`src/pidc_pkg.sv`:
```
// shared constants, types and reset values of the multichannel pid controller
// no dependencies; every other file imports this package
package pidc_pkg;

   localparam int CHANNELS_DEFAULT = 16;

   // field widths
   localparam int CHAN_W    = 4;
   localparam int DATA_W    = 32;
   localparam int ELAPSED_W = 16;
   localparam int MASK_W    = 16;
   localparam int WINDOW_W  = 31;
   localparam int INT_W     = 48;
   localparam int DIFF_W    = DATA_W + 1;
   localparam int FRAC_W    = 16;

   // digit-serial multiply-accumulate
   localparam int SUM_W   = 84;
   localparam int DIGIT_W = 4;
   localparam int DIGITS  = SUM_W / DIGIT_W;
   localparam int CNT_W   = $clog2(DIGITS);
   localparam int PROD_W  = DATA_W + DIGIT_W + 1;
   localparam int STEP_W  = PROD_W + 1;
   localparam int CARRY_W = STEP_W - DIGIT_W;

   // register file
   localparam int CSR_INDEX_W = 3;
   localparam logic [CSR_INDEX_W-1:0] CSR_ENABLE_MASK     = 3'd0;
   localparam logic [CSR_INDEX_W-1:0] CSR_GAIN_P          = 3'd1;
   localparam logic [CSR_INDEX_W-1:0] CSR_GAIN_I          = 3'd2;
   localparam logic [CSR_INDEX_W-1:0] CSR_GAIN_D          = 3'd3;
   localparam logic [CSR_INDEX_W-1:0] CSR_INTEGRAL_WINDOW = 3'd4;

   localparam logic [MASK_W-1:0]          ENABLE_MASK_RESET = '0;
   localparam logic signed [DATA_W-1:0]   GAIN_P_RESET      = 32'sd124518;
   localparam logic signed [DATA_W-1:0]   GAIN_I_RESET      = 32'sd131;
   localparam logic signed [DATA_W-1:0]   GAIN_D_RESET      = 32'sd3277;
   localparam logic [WINDOW_W-1:0]        WINDOW_RESET      = 31'd50;

   // saturation limits
   localparam logic [DATA_W-1:0] S32_MAX = 32'h7fff_ffff;
   localparam logic [DATA_W-1:0] S32_MIN = 32'h8000_0000;
   localparam logic [INT_W-1:0]  S48_MAX = 48'h7fff_ffff_ffff;
   localparam logic [INT_W-1:0]  S48_MIN = 48'h8000_0000_0000;

   typedef enum logic [2:0] {
      ST_IDLE,
      ST_FETCH,
      ST_RUN,
      ST_SETUP,
      ST_FINISH
   } state_type;

   // which product the serial unit is working on
   typedef enum logic [1:0] {
      PASS_ACCUM,
      PASS_PROP,
      PASS_INTEG,
      PASS_DERIV
   } pass_type;

   typedef struct packed {
      logic step;
      logic load_sum;
      logic load_mplier;
   } mac_ctrl_type;

endpackage

```
`src/pidc_req_if.sv`:
```
// request channel of the pid controller: valid/ready with one control sample
// depends on pidc_pkg
interface pidc_req_if;
   import pidc_pkg::*;

   logic                      valid;
   logic                      ready;
   logic [CHAN_W-1:0]         channel;
   logic signed [DATA_W-1:0]  target;
   logic signed [DATA_W-1:0]  measured;
   logic [ELAPSED_W-1:0]      elapsed_ms;

   modport source (output valid, output channel, output target, output measured,
                   output elapsed_ms, input ready);
   modport sink   (input valid, input channel, input target, input measured,
                   input elapsed_ms, output ready);
endinterface

```
`src/pidc_rsp_if.sv`:
```
// response channel of the pid controller: valid/ready with one drive value
// depends on pidc_pkg
interface pidc_rsp_if;
   import pidc_pkg::*;

   logic                      valid;
   logic                      ready;
   logic [CHAN_W-1:0]         out_channel;
   logic signed [DATA_W-1:0]  drive;

   modport source (output valid, output out_channel, output drive, input ready);
   modport sink   (input valid, input out_channel, input drive, output ready);
endinterface

```
`src/pidc_serial_mac.sv`:
```
// digit-serial multiply-accumulate: sum += mcand * mplier, one digit per step
// depends on pidc_pkg
module pidc_serial_mac (
   input  logic                              clock,
   input  pidc_pkg::mac_ctrl_type            ctrl,
   input  logic signed [pidc_pkg::DATA_W-1:0] mcand,
   input  logic [pidc_pkg::SUM_W-1:0]        load_sum,
   input  logic [pidc_pkg::SUM_W-1:0]        load_mplier,
   output logic [pidc_pkg::SUM_W-1:0]        sum
);
   import pidc_pkg::*;

   logic [SUM_W-1:0]          sum_ff, sum_in;
   logic [SUM_W-1:0]          mplier_ff, mplier_in;
   logic signed [CARRY_W-1:0] carry_ff, carry_in;

   logic [DIGIT_W-1:0]        digit;
   logic signed [PROD_W-1:0]  mcand_x, digit_x, product;
   logic signed [STEP_W-1:0]  step_val;

   always_comb begin
      digit    = mplier_ff[DIGIT_W-1:0];
      mcand_x  = PROD_W'(mcand);
      digit_x  = PROD_W'(digit);
      product  = mcand_x * digit_x;
      // carry, partial product and the stored digit of the running sum
      step_val = STEP_W'(carry_ff) + STEP_W'(product) + STEP_W'(sum_ff[DIGIT_W-1:0]);

      sum_in    = sum_ff;
      mplier_in = mplier_ff;
      carry_in  = carry_ff;
      if (ctrl.load_sum) begin
         sum_in = load_sum;
      end
      if (ctrl.load_mplier) begin
         mplier_in = load_mplier;
         carry_in  = '0;
      end else if (ctrl.step) begin
         sum_in    = {step_val[DIGIT_W-1:0], sum_ff[SUM_W-1:DIGIT_W]};
         mplier_in = {{DIGIT_W{mplier_ff[SUM_W-1]}}, mplier_ff[SUM_W-1:DIGIT_W]};
         carry_in  = step_val[STEP_W-1:DIGIT_W];
      end
   end

   always_ff @(posedge clock) begin
      sum_ff    <= sum_in;
      mplier_ff <= mplier_in;
      carry_ff  <= carry_in;
   end

   assign sum = sum_ff;

endmodule

```
`src/multichannel_pid_controller_top.sv`:
```
// top level of the multichannel pid controller: registers, channel state, control
// depends on pidc_pkg, pidc_req_if, pidc_rsp_if and pidc_serial_mac
//
// usage
//   req_bus carries one control sample (channel, target, measured, elapsed_ms);
//   it is taken at a clock edge with valid and ready high. rsp_bus returns one
//   drive value for each request of an enabled channel; requests of disabled or
//   absent channels are dropped and leave no trace.
//   csr_we/csr_index/csr_wdata write the mask, the three gains and the window;
//   write only while no request is in flight.
// sequencing
//   one request at a time. an accepted request of an enabled channel shows its
//   response valid at the same edge where ready returns, so the next request
//   can follow only then. the work runs on the shared 32x4 digit-serial
//   multiplier: four passes of 21 digits (integral update, then the p, i and d
//   products into an 84-bit running sum), after a fetch state, with a setup
//   state between passes and a finish state that loads the output register.
// reset and stall
//   reset restores the register defaults and marks all channel state as zero
//   at once; no clearing pass. a response waiting in the output register does
//   not stop a new request from being taken; only the finish of that request
//   waits until the output register is free.
module multichannel_pid_controller_top #(
   parameter int CHANNELS = pidc_pkg::CHANNELS_DEFAULT
) (
   input  logic                                clock,
   input  logic                                reset,
   pidc_req_if.sink                            req_bus,
   pidc_rsp_if.source                          rsp_bus,
   input  logic                                csr_we,
   input  logic [pidc_pkg::CSR_INDEX_W-1:0]    csr_index,
   input  logic [pidc_pkg::DATA_W-1:0]         csr_wdata
);
   import pidc_pkg::*;

   localparam int IDX_W   = (CHANNELS > 1) ? $clog2(CHANNELS) : 1;
   localparam int ENTRY_W = INT_W + DATA_W;

   // configuration registers
   logic [MASK_W-1:0]         enable_mask_ff;
   logic signed [DATA_W-1:0]  gain_p_ff, gain_i_ff, gain_d_ff;
   logic [WINDOW_W-1:0]       window_ff;

   // control
   state_type                 state_ff, state_in;
   pass_type                  pass_ff, pass_in;
   logic [CNT_W-1:0]          cnt_ff, cnt_in;

   // request payload and working values
   logic [CHAN_W-1:0]         channel_ff, channel_in;
   logic [ELAPSED_W-1:0]      elapsed_ff, elapsed_in;
   logic signed [DATA_W-1:0]  err_ff, err_in;
   logic signed [DIFF_W-1:0]  d_ff, d_in;
   logic [INT_W-1:0]          int_ff, int_in;
   logic                      integ_ff, integ_in;

   // per-channel state memory: {integral, previous error}
   logic [ENTRY_W-1:0]        state_mem [CHANNELS];
   logic [ENTRY_W-1:0]        rd_ff;
   logic                      rdv_ff;
   logic [CHANNELS-1:0]       valid_ff;
   logic [IDX_W-1:0]          rd_idx, wr_idx;
   logic                      mem_we;

   // output register
   logic                      rsp_valid_ff, rsp_valid_in;
   logic [CHAN_W-1:0]         rsp_channel_ff;
   logic [DATA_W-1:0]         rsp_drive_ff;
   logic [DATA_W-1:0]         drive_val;
   logic                      out_free, out_load;

   // serial unit
   mac_ctrl_type              mac_ctrl;
   logic signed [DATA_W-1:0]  mac_mcand;
   logic [SUM_W-1:0]          mac_load_sum, mac_load_mplier, mac_sum;

   // combinational helpers
   logic                      req_accept, item_live;
   logic signed [DIFF_W-1:0]  diff;
   logic [INT_W-1:0]          old_int, int_new, int_sat;
   logic [DATA_W-1:0]         old_prev, mag;
   logic [SUM_W-INT_W:0]      int_hi;
   logic [SUM_W-FRAC_W-DIFF_W:0] q_hi;
   logic                      sum_neg, round_up;
   logic [DIFF_W:0]           rounded;

   assign req_bus.ready = (state_ff == ST_IDLE);
   assign req_accept    = req_bus.valid && req_bus.ready;
   assign item_live     = (32'(req_bus.channel) < CHANNELS) &&
                          enable_mask_ff[req_bus.channel];
   assign rd_idx        = IDX_W'(req_bus.channel);
   assign wr_idx        = IDX_W'(channel_ff);
   assign out_free      = !rsp_valid_ff || rsp_bus.ready;

   // configuration writes
   always_ff @(posedge clock) begin
      if (reset) begin
         enable_mask_ff <= ENABLE_MASK_RESET;
         gain_p_ff      <= GAIN_P_RESET;
         gain_i_ff      <= GAIN_I_RESET;
         gain_d_ff      <= GAIN_D_RESET;
         window_ff      <= WINDOW_RESET;
      end else if (csr_we) begin
         unique case (csr_index)
            CSR_ENABLE_MASK:     enable_mask_ff <= csr_wdata[MASK_W-1:0];
            CSR_GAIN_P:          gain_p_ff      <= csr_wdata;
            CSR_GAIN_I:          gain_i_ff      <= csr_wdata;
            CSR_GAIN_D:          gain_d_ff      <= csr_wdata;
            CSR_INTEGRAL_WINDOW: window_ff      <= csr_wdata[WINDOW_W-1:0];
            default: begin
               // unknown index: ignored
            end
         endcase
      end
   end

   // sequencer: fetch, four serial passes with a setup between, finish
   always_comb begin
      state_in = state_ff;
      pass_in  = pass_ff;
      cnt_in   = cnt_ff;
      mac_ctrl = '0;
      mem_we   = 1'b0;
      out_load = 1'b0;
      unique case (state_ff)
         ST_IDLE: begin
            if (req_accept && item_live) begin
               state_in = ST_FETCH;
            end
         end
         ST_FETCH: begin
            mac_ctrl.load_sum    = 1'b1;
            mac_ctrl.load_mplier = 1'b1;
            pass_in              = PASS_ACCUM;
            cnt_in               = '0;
            state_in             = ST_RUN;
         end
         ST_RUN: begin
            mac_ctrl.step = 1'b1;
            cnt_in        = cnt_ff + 1'b1;
            if (cnt_ff == CNT_W'(DIGITS - 1)) begin
               cnt_in   = '0;
               state_in = (pass_ff == PASS_DERIV) ? ST_FINISH : ST_SETUP;
            end
         end
         ST_SETUP: begin
            // after the integral pass the sum restarts from zero
            mac_ctrl.load_mplier = 1'b1;
            mac_ctrl.load_sum    = (pass_ff == PASS_ACCUM);
            mem_we               = (pass_ff == PASS_ACCUM);
            pass_in              = pass_type'(pass_ff + 2'd1);
            state_in             = ST_RUN;
         end
         ST_FINISH: begin
            if (out_free) begin
               out_load = 1'b1;
               state_in = ST_IDLE;
            end
         end
         default: state_in = ST_IDLE;
      endcase
   end

   always_ff @(posedge clock) begin
      if (reset) begin
         state_ff <= ST_IDLE;
         pass_ff  <= PASS_ACCUM;
         cnt_ff   <= '0;
      end else begin
         state_ff <= state_in;
         pass_ff  <= pass_in;
         cnt_ff   <= cnt_in;
      end
   end

   // datapath next values
   always_comb begin
      // saturated position error
      diff = {req_bus.target[DATA_W-1], req_bus.target} -
             {req_bus.measured[DATA_W-1], req_bus.measured};

      // stored state of a channel never written reads as zero
      old_int  = rdv_ff ? rd_ff[ENTRY_W-1:DATA_W] : '0;
      old_prev = rdv_ff ? rd_ff[DATA_W-1:0] : '0;
      mag      = err_ff[DATA_W-1] ? (DATA_W'(0) - err_ff) : err_ff;

      // integral after the first pass, clamped to 48 bits; zero while integration is off
      int_hi  = mac_sum[SUM_W-1:INT_W-1];
      int_sat = ((&int_hi) || !(|int_hi)) ? mac_sum[INT_W-1:0] :
                (mac_sum[SUM_W-1] ? S48_MIN : S48_MAX);
      int_new = integ_ff ? int_sat : '0;

      channel_in = channel_ff;
      elapsed_in = elapsed_ff;
      err_in     = err_ff;
      d_in       = d_ff;
      integ_in   = integ_ff;
      int_in     = int_ff;
      if (req_accept) begin
         channel_in = req_bus.channel;
         elapsed_in = req_bus.elapsed_ms;
         if (diff[DIFF_W-1] != diff[DIFF_W-2]) begin
            err_in = diff[DIFF_W-1] ? S32_MIN : S32_MAX;
         end else begin
            err_in = diff[DATA_W-1:0];
         end
      end
      if (state_ff == ST_FETCH) begin
         d_in     = {err_ff[DATA_W-1], err_ff} - {old_prev[DATA_W-1], old_prev};
         integ_in = (gain_i_ff != '0) && (mag < {1'b0, window_ff});
      end
      if (state_ff == ST_SETUP && pass_ff == PASS_ACCUM) begin
         int_in = int_new;
      end
   end

   always_ff @(posedge clock) begin
      channel_ff <= channel_in;
      elapsed_ff <= elapsed_in;
      err_ff     <= err_in;
      d_ff       <= d_in;
      integ_ff   <= integ_in;
      int_ff     <= int_in;
   end

   // channel state memory with registered read
   always_ff @(posedge clock) begin
      if (mem_we) begin
         state_mem[wr_idx] <= {int_new, err_ff};
      end
      if (req_accept) begin
         rd_ff  <= state_mem[rd_idx];
         rdv_ff <= valid_ff[rd_idx];
      end
   end

   always_ff @(posedge clock) begin
      if (reset) begin
         valid_ff <= '0;
      end else if (mem_we) begin
         valid_ff[wr_idx] <= 1'b1;
      end
   end

   // operands of the serial unit for each pass
   always_comb begin
      mac_load_sum    = '0;
      mac_load_mplier = '0;
      if (state_ff == ST_FETCH) begin
         mac_load_sum    = {{(SUM_W-INT_W){old_int[INT_W-1]}}, old_int};
         mac_load_mplier = SUM_W'(elapsed_ff);
      end else begin
         case (pass_ff)
            PASS_ACCUM: mac_load_mplier = {{(SUM_W-DATA_W){err_ff[DATA_W-1]}}, err_ff};
            PASS_PROP:  mac_load_mplier = {{(SUM_W-INT_W){int_ff[INT_W-1]}}, int_ff};
            PASS_INTEG: mac_load_mplier = {{(SUM_W-DIFF_W){d_ff[DIFF_W-1]}}, d_ff};
            default:    mac_load_mplier = '0;
         endcase
      end
      case (pass_ff)
         PASS_ACCUM: mac_mcand = err_ff;
         PASS_PROP:  mac_mcand = gain_p_ff;
         PASS_INTEG: mac_mcand = gain_i_ff;
         default:    mac_mcand = gain_d_ff;
      endcase
   end

   pidc_serial_mac u_mac (
      .clock       (clock),
      .ctrl        (mac_ctrl),
      .mcand       (mac_mcand),
      .load_sum    (mac_load_sum),
      .load_mplier (mac_load_mplier),
      .sum         (mac_sum)
   );

   // integer part of the q68.16 sum, toward zero, clamped to 32 bits
   always_comb begin
      sum_neg  = mac_sum[SUM_W-1];
      q_hi     = mac_sum[SUM_W-1:FRAC_W+DIFF_W-1];
      round_up = sum_neg && (|mac_sum[FRAC_W-1:0]);
      rounded  = {mac_sum[FRAC_W+DIFF_W-1], mac_sum[FRAC_W+DIFF_W-1:FRAC_W]} +
                 (DIFF_W+1)'(round_up);
      if (!((&q_hi) || !(|q_hi))) begin
         drive_val = sum_neg ? S32_MIN : S32_MAX;
      end else if ((&rounded[DIFF_W:DATA_W-1]) || !(|rounded[DIFF_W:DATA_W-1])) begin
         drive_val = rounded[DATA_W-1:0];
      end else begin
         drive_val = rounded[DIFF_W] ? S32_MIN : S32_MAX;
      end
   end

   // output register
   always_comb begin
      rsp_valid_in = rsp_valid_ff;
      if (out_load) begin
         rsp_valid_in = 1'b1;
      end else if (rsp_bus.ready) begin
         rsp_valid_in = 1'b0;
      end
   end

   always_ff @(posedge clock) begin
      if (reset) begin
         rsp_valid_ff <= 1'b0;
      end else begin
         rsp_valid_ff <= rsp_valid_in;
      end
   end

   always_ff @(posedge clock) begin
      if (out_load) begin
         rsp_channel_ff <= channel_ff;
         rsp_drive_ff   <= drive_val;
      end
   end

   assign rsp_bus.valid       = rsp_valid_ff;
   assign rsp_bus.out_channel = rsp_channel_ff;
   assign rsp_bus.drive       = rsp_drive_ff;

endmodule

```
`src/flat_wrapper.sv`:
```
// flat-port wrapper written by rule: the top's interface ports become plain ports
module multichannel_pid_controller_top_flat import pidc_pkg::*;
#(
   parameter int CHANNELS = pidc_pkg::CHANNELS_DEFAULT
)
  (clock, reset, csr_we, csr_index, csr_wdata, req_bus_valid, req_bus_channel, req_bus_target, req_bus_measured, req_bus_elapsed_ms, req_bus_ready, rsp_bus_valid, rsp_bus_out_channel, rsp_bus_drive, rsp_bus_ready);
  pidc_req_if req_bus_i ();
  pidc_rsp_if rsp_bus_i ();
  input  logic clock;
  input  logic reset;
  input  logic csr_we;
  input  logic [pidc_pkg::CSR_INDEX_W-1:0] csr_index;
  input  logic [pidc_pkg::DATA_W-1:0] csr_wdata;
  input wire logic [$bits(req_bus_i.valid)-1:0] req_bus_valid;
  input wire logic [$bits(req_bus_i.channel)-1:0] req_bus_channel;
  input wire logic [$bits(req_bus_i.target)-1:0] req_bus_target;
  input wire logic [$bits(req_bus_i.measured)-1:0] req_bus_measured;
  input wire logic [$bits(req_bus_i.elapsed_ms)-1:0] req_bus_elapsed_ms;
  output wire logic [$bits(req_bus_i.ready)-1:0] req_bus_ready;
  output wire logic [$bits(rsp_bus_i.valid)-1:0] rsp_bus_valid;
  output wire logic [$bits(rsp_bus_i.out_channel)-1:0] rsp_bus_out_channel;
  output wire logic [$bits(rsp_bus_i.drive)-1:0] rsp_bus_drive;
  input wire logic [$bits(rsp_bus_i.ready)-1:0] rsp_bus_ready;
  assign req_bus_i.valid = req_bus_valid;
  assign req_bus_i.channel = req_bus_channel;
  assign req_bus_i.target = req_bus_target;
  assign req_bus_i.measured = req_bus_measured;
  assign req_bus_i.elapsed_ms = req_bus_elapsed_ms;
  assign req_bus_ready = req_bus_i.ready;
  assign rsp_bus_valid = rsp_bus_i.valid;
  assign rsp_bus_out_channel = rsp_bus_i.out_channel;
  assign rsp_bus_drive = rsp_bus_i.drive;
  assign rsp_bus_i.ready = rsp_bus_ready;
  multichannel_pid_controller_top #(.CHANNELS(CHANNELS)) u_core (.clock(clock), .reset(reset), .req_bus(req_bus_i), .rsp_bus(rsp_bus_i), .csr_we(csr_we), .csr_index(csr_index), .csr_wdata(csr_wdata));
endmodule
```
`config.mk`:
```
export PLATFORM = sky130hd
export DESIGN_NAME = multichannel_pid_controller_top_flat
export DESIGN_NICKNAME = d
export VERILOG_FILES = /design/src/pidc_pkg.sv /design/src/pidc_req_if.sv /design/src/pidc_rsp_if.sv /design/src/pidc_serial_mac.sv /design/src/multichannel_pid_controller_top.sv /design/src/flat_wrapper.sv
export SDC_FILE = /design/constraint.sdc
export NUM_CORES = 2
export LEC_CHECK = 0
export BUFFER_PORTS_ARGS = -buffer_cell sky130_fd_sc_hd__clkbuf_2
export CORE_MARGIN = 4
export CORE_UTILIZATION = 35
export DETAILED_ROUTE_END_ITERATION = 6
export PLACE_DENSITY = 0.55
export SLEW_MARGIN = 20
export SYNTH_ARGS = -nofsm -noshare
export SYNTH_HDL_FRONTEND = slang
export SYNTH_SLANG_ARGS = --single-unit
export TNS_END_PERCENT = 1
```
`constraint.sdc`:
```
create_clock -name clock -period 16.6 [get_ports clock]
set_input_delay 0.83 -clock clock [delete_from_list [all_inputs] [get_ports clock]]
set_output_delay 0.83 -clock clock [all_outputs]
set_load 0.01 [all_outputs]
```
Word-level counts from Yosys, hierarchy flattened
Memory sizes are Yosys's and may differ from the RTL's. A register that Yosys moved wholly into a read port is not among the register bits.
Index checks and enable logic that the tools add are counted.
{ "totals": {"register_bits": 543, "mem_bits_rw": 1280, "inputBits": 124, "out_inout_bits": 38, "elab_cells": 134, "memories": 1} }
{ "memory_table": {"columns": ["name", "depth", "width", "rd", "rd_clocked_by_memory_dff", "wr", "line", "text"], "rows": [
  ["u_core.state_mem", 16, 80, 1, 1, 1, "multichannel_pid_controller_top.sv:58", "logic [ENTRY_W-1:0] state_mem [CHANNELS];"]
]} }
{ "classes": {"add_sub_neg": 8, "n_mul": 1, "n_lt_le_gt_ge": 4, "n_eq_ne": 16, "muxes": 44, "bitwise": 1, "n_reduce_logical": 36} }
{ "op_table": {"columns": ["operator", "n"], "rows": [
  ["$mux W84", 6],
  ["$mux W32", 8],
  ["$pmux W84 S3", 1],
  ["$mux W48", 4],
  ["$pmux W32 S3", 1],
  ["$mux W83", 1],
  ["$sub A32 B32 Y33", 2],
  ["$add A34 B37 Y38", 1],
  ["$add A38 B4 Y38", 1],
  ["$mul A32 B5 Y37", 1],
  ["$reduce_and A37 Y1", 1],
  ["$reduce_or A37 Y1", 1],
  ["$reduce_and A36 Y1", 1],
  ["$reduce_or A36 Y1", 1],
  ["$add A33 B2 Y34", 1],
  ["$lt A32 B31 Y1", 1],
  ["$reduce_bool A32 Y1", 1],
  ["$sub A1 B32 Y32 const A", 1],
  ["$or A16 B16 Y16", 1],
  ["$reduce_or A16 Y1", 1],
  ["$eq A3 B2 Y1 const B", 4],
  ["$mux W3", 4],
  ["$pmux W3 S4", 1],
  ["$mux W1", 11],
  ["27 further kinds", 54]
]} }

Depth between registers and ports, before layout
{ "logic_depth": {"depth_word": 8, "depth_mapped": 24, "mapped_depth_nobuf": 22} }

Hierarchy
From an unflattened synthesis, not the netlist that was laid out.
{ "unflattened": {"cells_unflattened": 5507, "hier_area_um2": 84489.8} }
{ "modules_own_cells": {"columns": ["mod", "n_inst", "cells_each", "area_each_um2", "seq_area_each_um2"], "rows": [
  ["multichannel_pid_controller_top", 1, 4112, 70287.4, 49377.4],
  ["pidc_serial_mac", 1, 1395, 14202.4, 4884.7]
]} }

Worst setup path after synthesis
OpenSTA, ideal clock, no wires.
{ "synth_path": {"path_type": "register to register", "startpoint": "reg u_core.state_ff[2]", "endpoint": "mem u_core.state_mem[0][0] (netlist bit), enable pin", "setup_ns": 0.619, "t_arrival_ns": 8.357, "t_required_ns": 15.981, "path_slack_ns": 7.625, "path_stages_with_launch": 8, "n_path_buf": 2, "synth_period_minus_slack_ns": 8.975, "path_cell_list": "dfxtp_1 > clkbuf_1 > nand2b_1 > inv_1 > and3_1 > clkbuf_1 > or3b_2 > nor3_1"} }
{ "synth_via": {"elab_chain_cells": 4} }
{ "synth_rtl": {"columns": ["item", "line", "text"], "rows": [
  ["start: declaration", "multichannel_pid_controller_top.sv:45", "state_type state_ff, state_in;"],
  ["start signal: assignment", "multichannel_pid_controller_top.sv:170", "state_ff <= state_in;"],
  ["$eq A3 B2 Y1", "multichannel_pid_controller_top.sv:125", "unique case (state_ff)"],
  ["$mux W1", "multichannel_pid_controller_top.sv:125", null],
  ["via u_core.mem_we", "multichannel_pid_controller_top.sv:63", "logic mem_we;"],
  ["$mux W1", "multichannel_pid_controller_top.sv:228", "if (mem_we) begin"],
  ["$mux W1 (implied by the code)", "multichannel_pid_controller_top.sv:229", "state_mem[wr_idx] <= {int_new, err_ff};"],
  ["end: declaration", "multichannel_pid_controller_top.sv:58", null]
]} }
The timed path passes the listed nets, and every way through them passes these cells.

Final worst setup path
{ "layout_path": {"startpoint": "reg u_core.pass_ff[0]", "endpoint": "reg u_core.u_mac.carry_ff[26]"} }
{ "layout_via": {"elab_chain_cells": 5, "elab_cells_between_ends": 7, "classes_between": "2 x add/sub; 1 x mul; 2 x eq/ne; 1 x mux; 1 x reduce/logical"} }
{ "layout_rtl": {"columns": ["item", "line", "text"], "rows": [
  ["start: declaration", "multichannel_pid_controller_top.sv:46", "pass_type pass_ff, pass_in;"],
  ["start signal: assignment", "multichannel_pid_controller_top.sv:171", "pass_ff <= pass_in;"],
  ["$eq A2 B2 Y1, or another cell as far along", "multichannel_pid_controller_top.sv:260", "case (pass_ff)"],
  ["$pmux W32 S3 *", "multichannel_pid_controller_top.sv:260", null],
  ["$mul A32 B5 Y37 *", "pidc_serial_mac.sv:25", "product = mcand_x * digit_x;"],
  ["$add A34 B37 Y38 *", "pidc_serial_mac.sv:27", "step_val = STEP_W'(carry_ff) + STEP_W'(product) + STEP_W'(sum_ff[DIGIT_W-1:0]);"],
  ["$add A38 B4 Y38 *", "pidc_serial_mac.sv:27", null],
  ["end signal: assignment", "pidc_serial_mac.sv:48", "carry_ff <= carry_in;"],
  ["end: declaration", "pidc_serial_mac.sv:15", "logic signed [CARRY_W-1:0] carry_ff, carry_in;"]
]} }
Every way passes the cells marked *; elsewhere a longest branch is shown, timed or not.
A chain may end at the register's enable or synchronous reset.

==> impl_metrics.toml <==
[synth]
synth_edf_count = 1588
synth.largest_area_cell = "edfxtp_1"
synth_flop_cell = "edfxtp_1"
synth.distinct_cells = 72
yosysSeqAreaShare = 0.654
yosysWarnings = 0
syn_nets = 5695
netlist.area_leader.share = 0.584
async_flop_share = 0
postSynthRegisterBits = 1876
synthCells = 5255
synthTopCellsByArea = "edfxtp_1 (58%), mux4_2 (11%), dfxtp_1 (7.1%)"
synth_most_common_cell = "edfxtp_1"
netlist_area_mm2 = 0.0817
ys_top_cells_by_count = "edfxtp_1 (1588), nand2_1 (501), mux4_2 (410)"
syn_area_per_cell_um2 = 15.5

[timing]
setup_tns_ns = 0
finClkSkew_ns = 0.0503
hold_viol = 0
fmaxAchievable_ghz = 0.151
setup_viol = 0
period_share = 0.400
fin_crit_ns = 6.64
tightest_slew_ns = 1.12
setup_slack_ns = 9.96
rsz0062_at_grt = "no"
maxSlewViolCount = 0
maxSlewHeadroom = 0.251

[worst_hold_path]
hold_class = "input port to flip-flop"
worstHoldStart = "req_bus_elapsed_ms[1]"

[flow_run]
max-cap-violations = 0

[drt]
remaining_drc_errors = 0
dr_total_vias = 47200
routedWlPerCell_um = 26.4
wirelength_um = 228000
ant_nets = 0
drt_iter0_markers = 4518
vias_per_cell = 5.46
drtPass1Iterations = 7

[cts]
root_buffer = "clkbuf_16"
cts-resized-gates = 0
clock_latency_ns = 0.83
h-tree-depth = 4
cts.clk_slew.worst_paths_ns = 0.07
cts_buffers = 185
cts_tree = "done"
clk_path_buf_depth = 3
cts_setup_buffers = 0
hold_buffers = 0
cts_sinks = 1876

[setup_path]
cp.arrival_ns = 7.35
r2r-start = "u_core.pass_ff[0]"
critical_path_class = "flip-flop to flip-flop"
cp_max_fo = 32
crit_path_end_kind = "flip-flop"
critPathRequiredTime_ns = 17.32
start_kind = "flip-flop"
startpoint = "u_core.pass_ff[0]"

[grt]
grt_pass1_vias = 48300
track_usage = 0.185
grt_pass1_wl_um = 333000
grt_overflow = 0
grt_max_degree = 124
antenna_found_initial = 9

[power]
p_sw_frac = 0.370
leakage_nw = 31.5
peakVddDrop_mv = 0.203
p_int_mw = 11.1
p_seq_frac = 0.361
p_per_area_mw_per_mm2 = 191
p_sw_mw = 6.51
p_total_mw = 17.6
power.share.clock = 0.233
comb_power_share = 0.406

[floorplan]
num_io_pins = 162
design.core.area_mm2 = 0.233
die_h_um = 491
dieArea_mm2 = 0.241
initial_core_util = 0.351
fp-row-count = 177
fp.dieW_um = 491

[cells_and_area]
fin_nets = 5878
area_growth_pct = 13.0
drive_gt1_frac = 0.179
multi_input_area_mm2 = 0.0267
fin_cells = 8640
regArea_mm2 = 0.0535
fill_cells = 21200
utilization = 0.397

[run_status]
status = "finished, final reports clean"

[placed_design]
dpl.cell_count = 8294
dpl.hpwl_um = 134000
pre_cts_ws_ns = 9.98
port_buffers = 161
place.gp.congestion = 0.832
[sequential cells by signal, summed over array words and instances, names as in the netlist, 32 cells and up]
register,cells
u_core.rd_ff,80
u_core.state_mem,1280
u_core.int_ff,48
u_core.rsp_bus.drive,32
u_core.gain_i_ff,32
u_core.gain_p_ff,32
u_core.u_mac.sum,84
u_core.d_ff,33
u_core.u_mac.carry_ff,34
u_core.u_mac.mplier_ff,57
u_core.gain_d_ff,32
u_core.err_ff,32
[final cells by class]
class / count / area share
Sequential cell: 1876 / 0.579
Antenna cell: 1 / 0.0000271
Clock buffer: 249 / 0.0546
Multi-Input combinational cell: 2907 / 0.289
Clock inverter: 96 / 0.00903
Tap cell: 3043 / 0.0412
Inverter: 185 / 0.00752
Timing Repair Buffer: 283 / 0.0195
[stage by stage]
step	instance area (um^2)	hold slack, ns
floorplan	81700	0.432
global placement	86400	0.439
detailed placement	86400	0.447
CTS	92300	0.104
global route	92300	0.129
finish	92300	0.180
[placed cells by master, fill, tap and decap left out, drive strengths merged, types with 24 or more instances in the layout]
cell,instances
xnor2,95
nand3,39
ha,213
a21oi,287
dfxtp,288
nand4,31
inv,189
clkinv,79
buf,126
and2,129
nor2,257
nor4,24
a222oi,64
clkbuf,406
o21ai,187
mux2i,50
xor2,52
fa,103
nand3b,30
mux4,410
o21a,62
edfxtp,1588
nand2,501
a21o,80
and3,30
a221oi,48
[layer usage]
| layer | GRT usage | share of wire | wire [um] | vias to the layer above |
|---|---|---|---|---|
| met5 | 0 | 0 | 0 | - |
| met4 | 0.0602 | 0.033 | 7420 | 0 |
| met3 | 0.0243 | 0.060 | 13600 | 313 |
| met2 | 0.316 | 0.50 | 113000 | 1554 |
| met1 | 0.246 | 0.41 | 93900 | 24700 |
| li1 | - | - | - | 20600 |
[cell families after synthesis]
logic type	after synthesis	synth area share
AO/OA/AOI/OAI	838	0.0661
adder cells (fa/ha/maj)	321	0.0585
multiplexers	461	0.119
XOR/XNOR	147	0.0158
flip-flops	1876	0.654
AND/OR/NAND/NOR	1140	0.0646
buffers and inverters	472	0.0217
[power groups by stage]
stage          clock, mW  sequential (mW)  combinational [mW]
2_1_floorplan          0             6.34                5.16
3_3_place_gp           0             6.44                7.10
3_5_place_dp           0             6.45                7.13
4_1_cts             4.20             6.35                7.21
5_1_grt             4.39             6.39                8.08
6_report            4.10             6.35                7.15
[path summary, 6_finish.rpt]
kind,to,slack [ns],cells after the start
setup reg to reg,u_core.u_mac.carry_ff[26],9.96,19
hold / removal,u_core.elapsed_ff[1],0.18,1
hold reg to reg,u_core.enable_mask_ff[9],0.45,2
setup / recovery,u_core.u_mac.carry_ff[26],9.96,19
[worst max-delay path: stages (launching register included)]
cell and delay, ns:
dfxtp_1 0.42, ha_2 0.49, buf_4 0.56, mux2i_1 0.35, and2_1 0.19, fa_1 0.46
fa_1 0.57, fa_1 0.42, ha_1 0.29, ha_1 0.33, a21o_1 0.17, a21o_1 0.17
a21o_1 0.18, a311o_1 0.34, a41o_1 0.27, a21oi_1 0.37, nor3_1 0.16, and3_1 0.22
or3_1 0.30, a32o_1 0.25
Note: power is estimated with default switching activity, not from simulation.
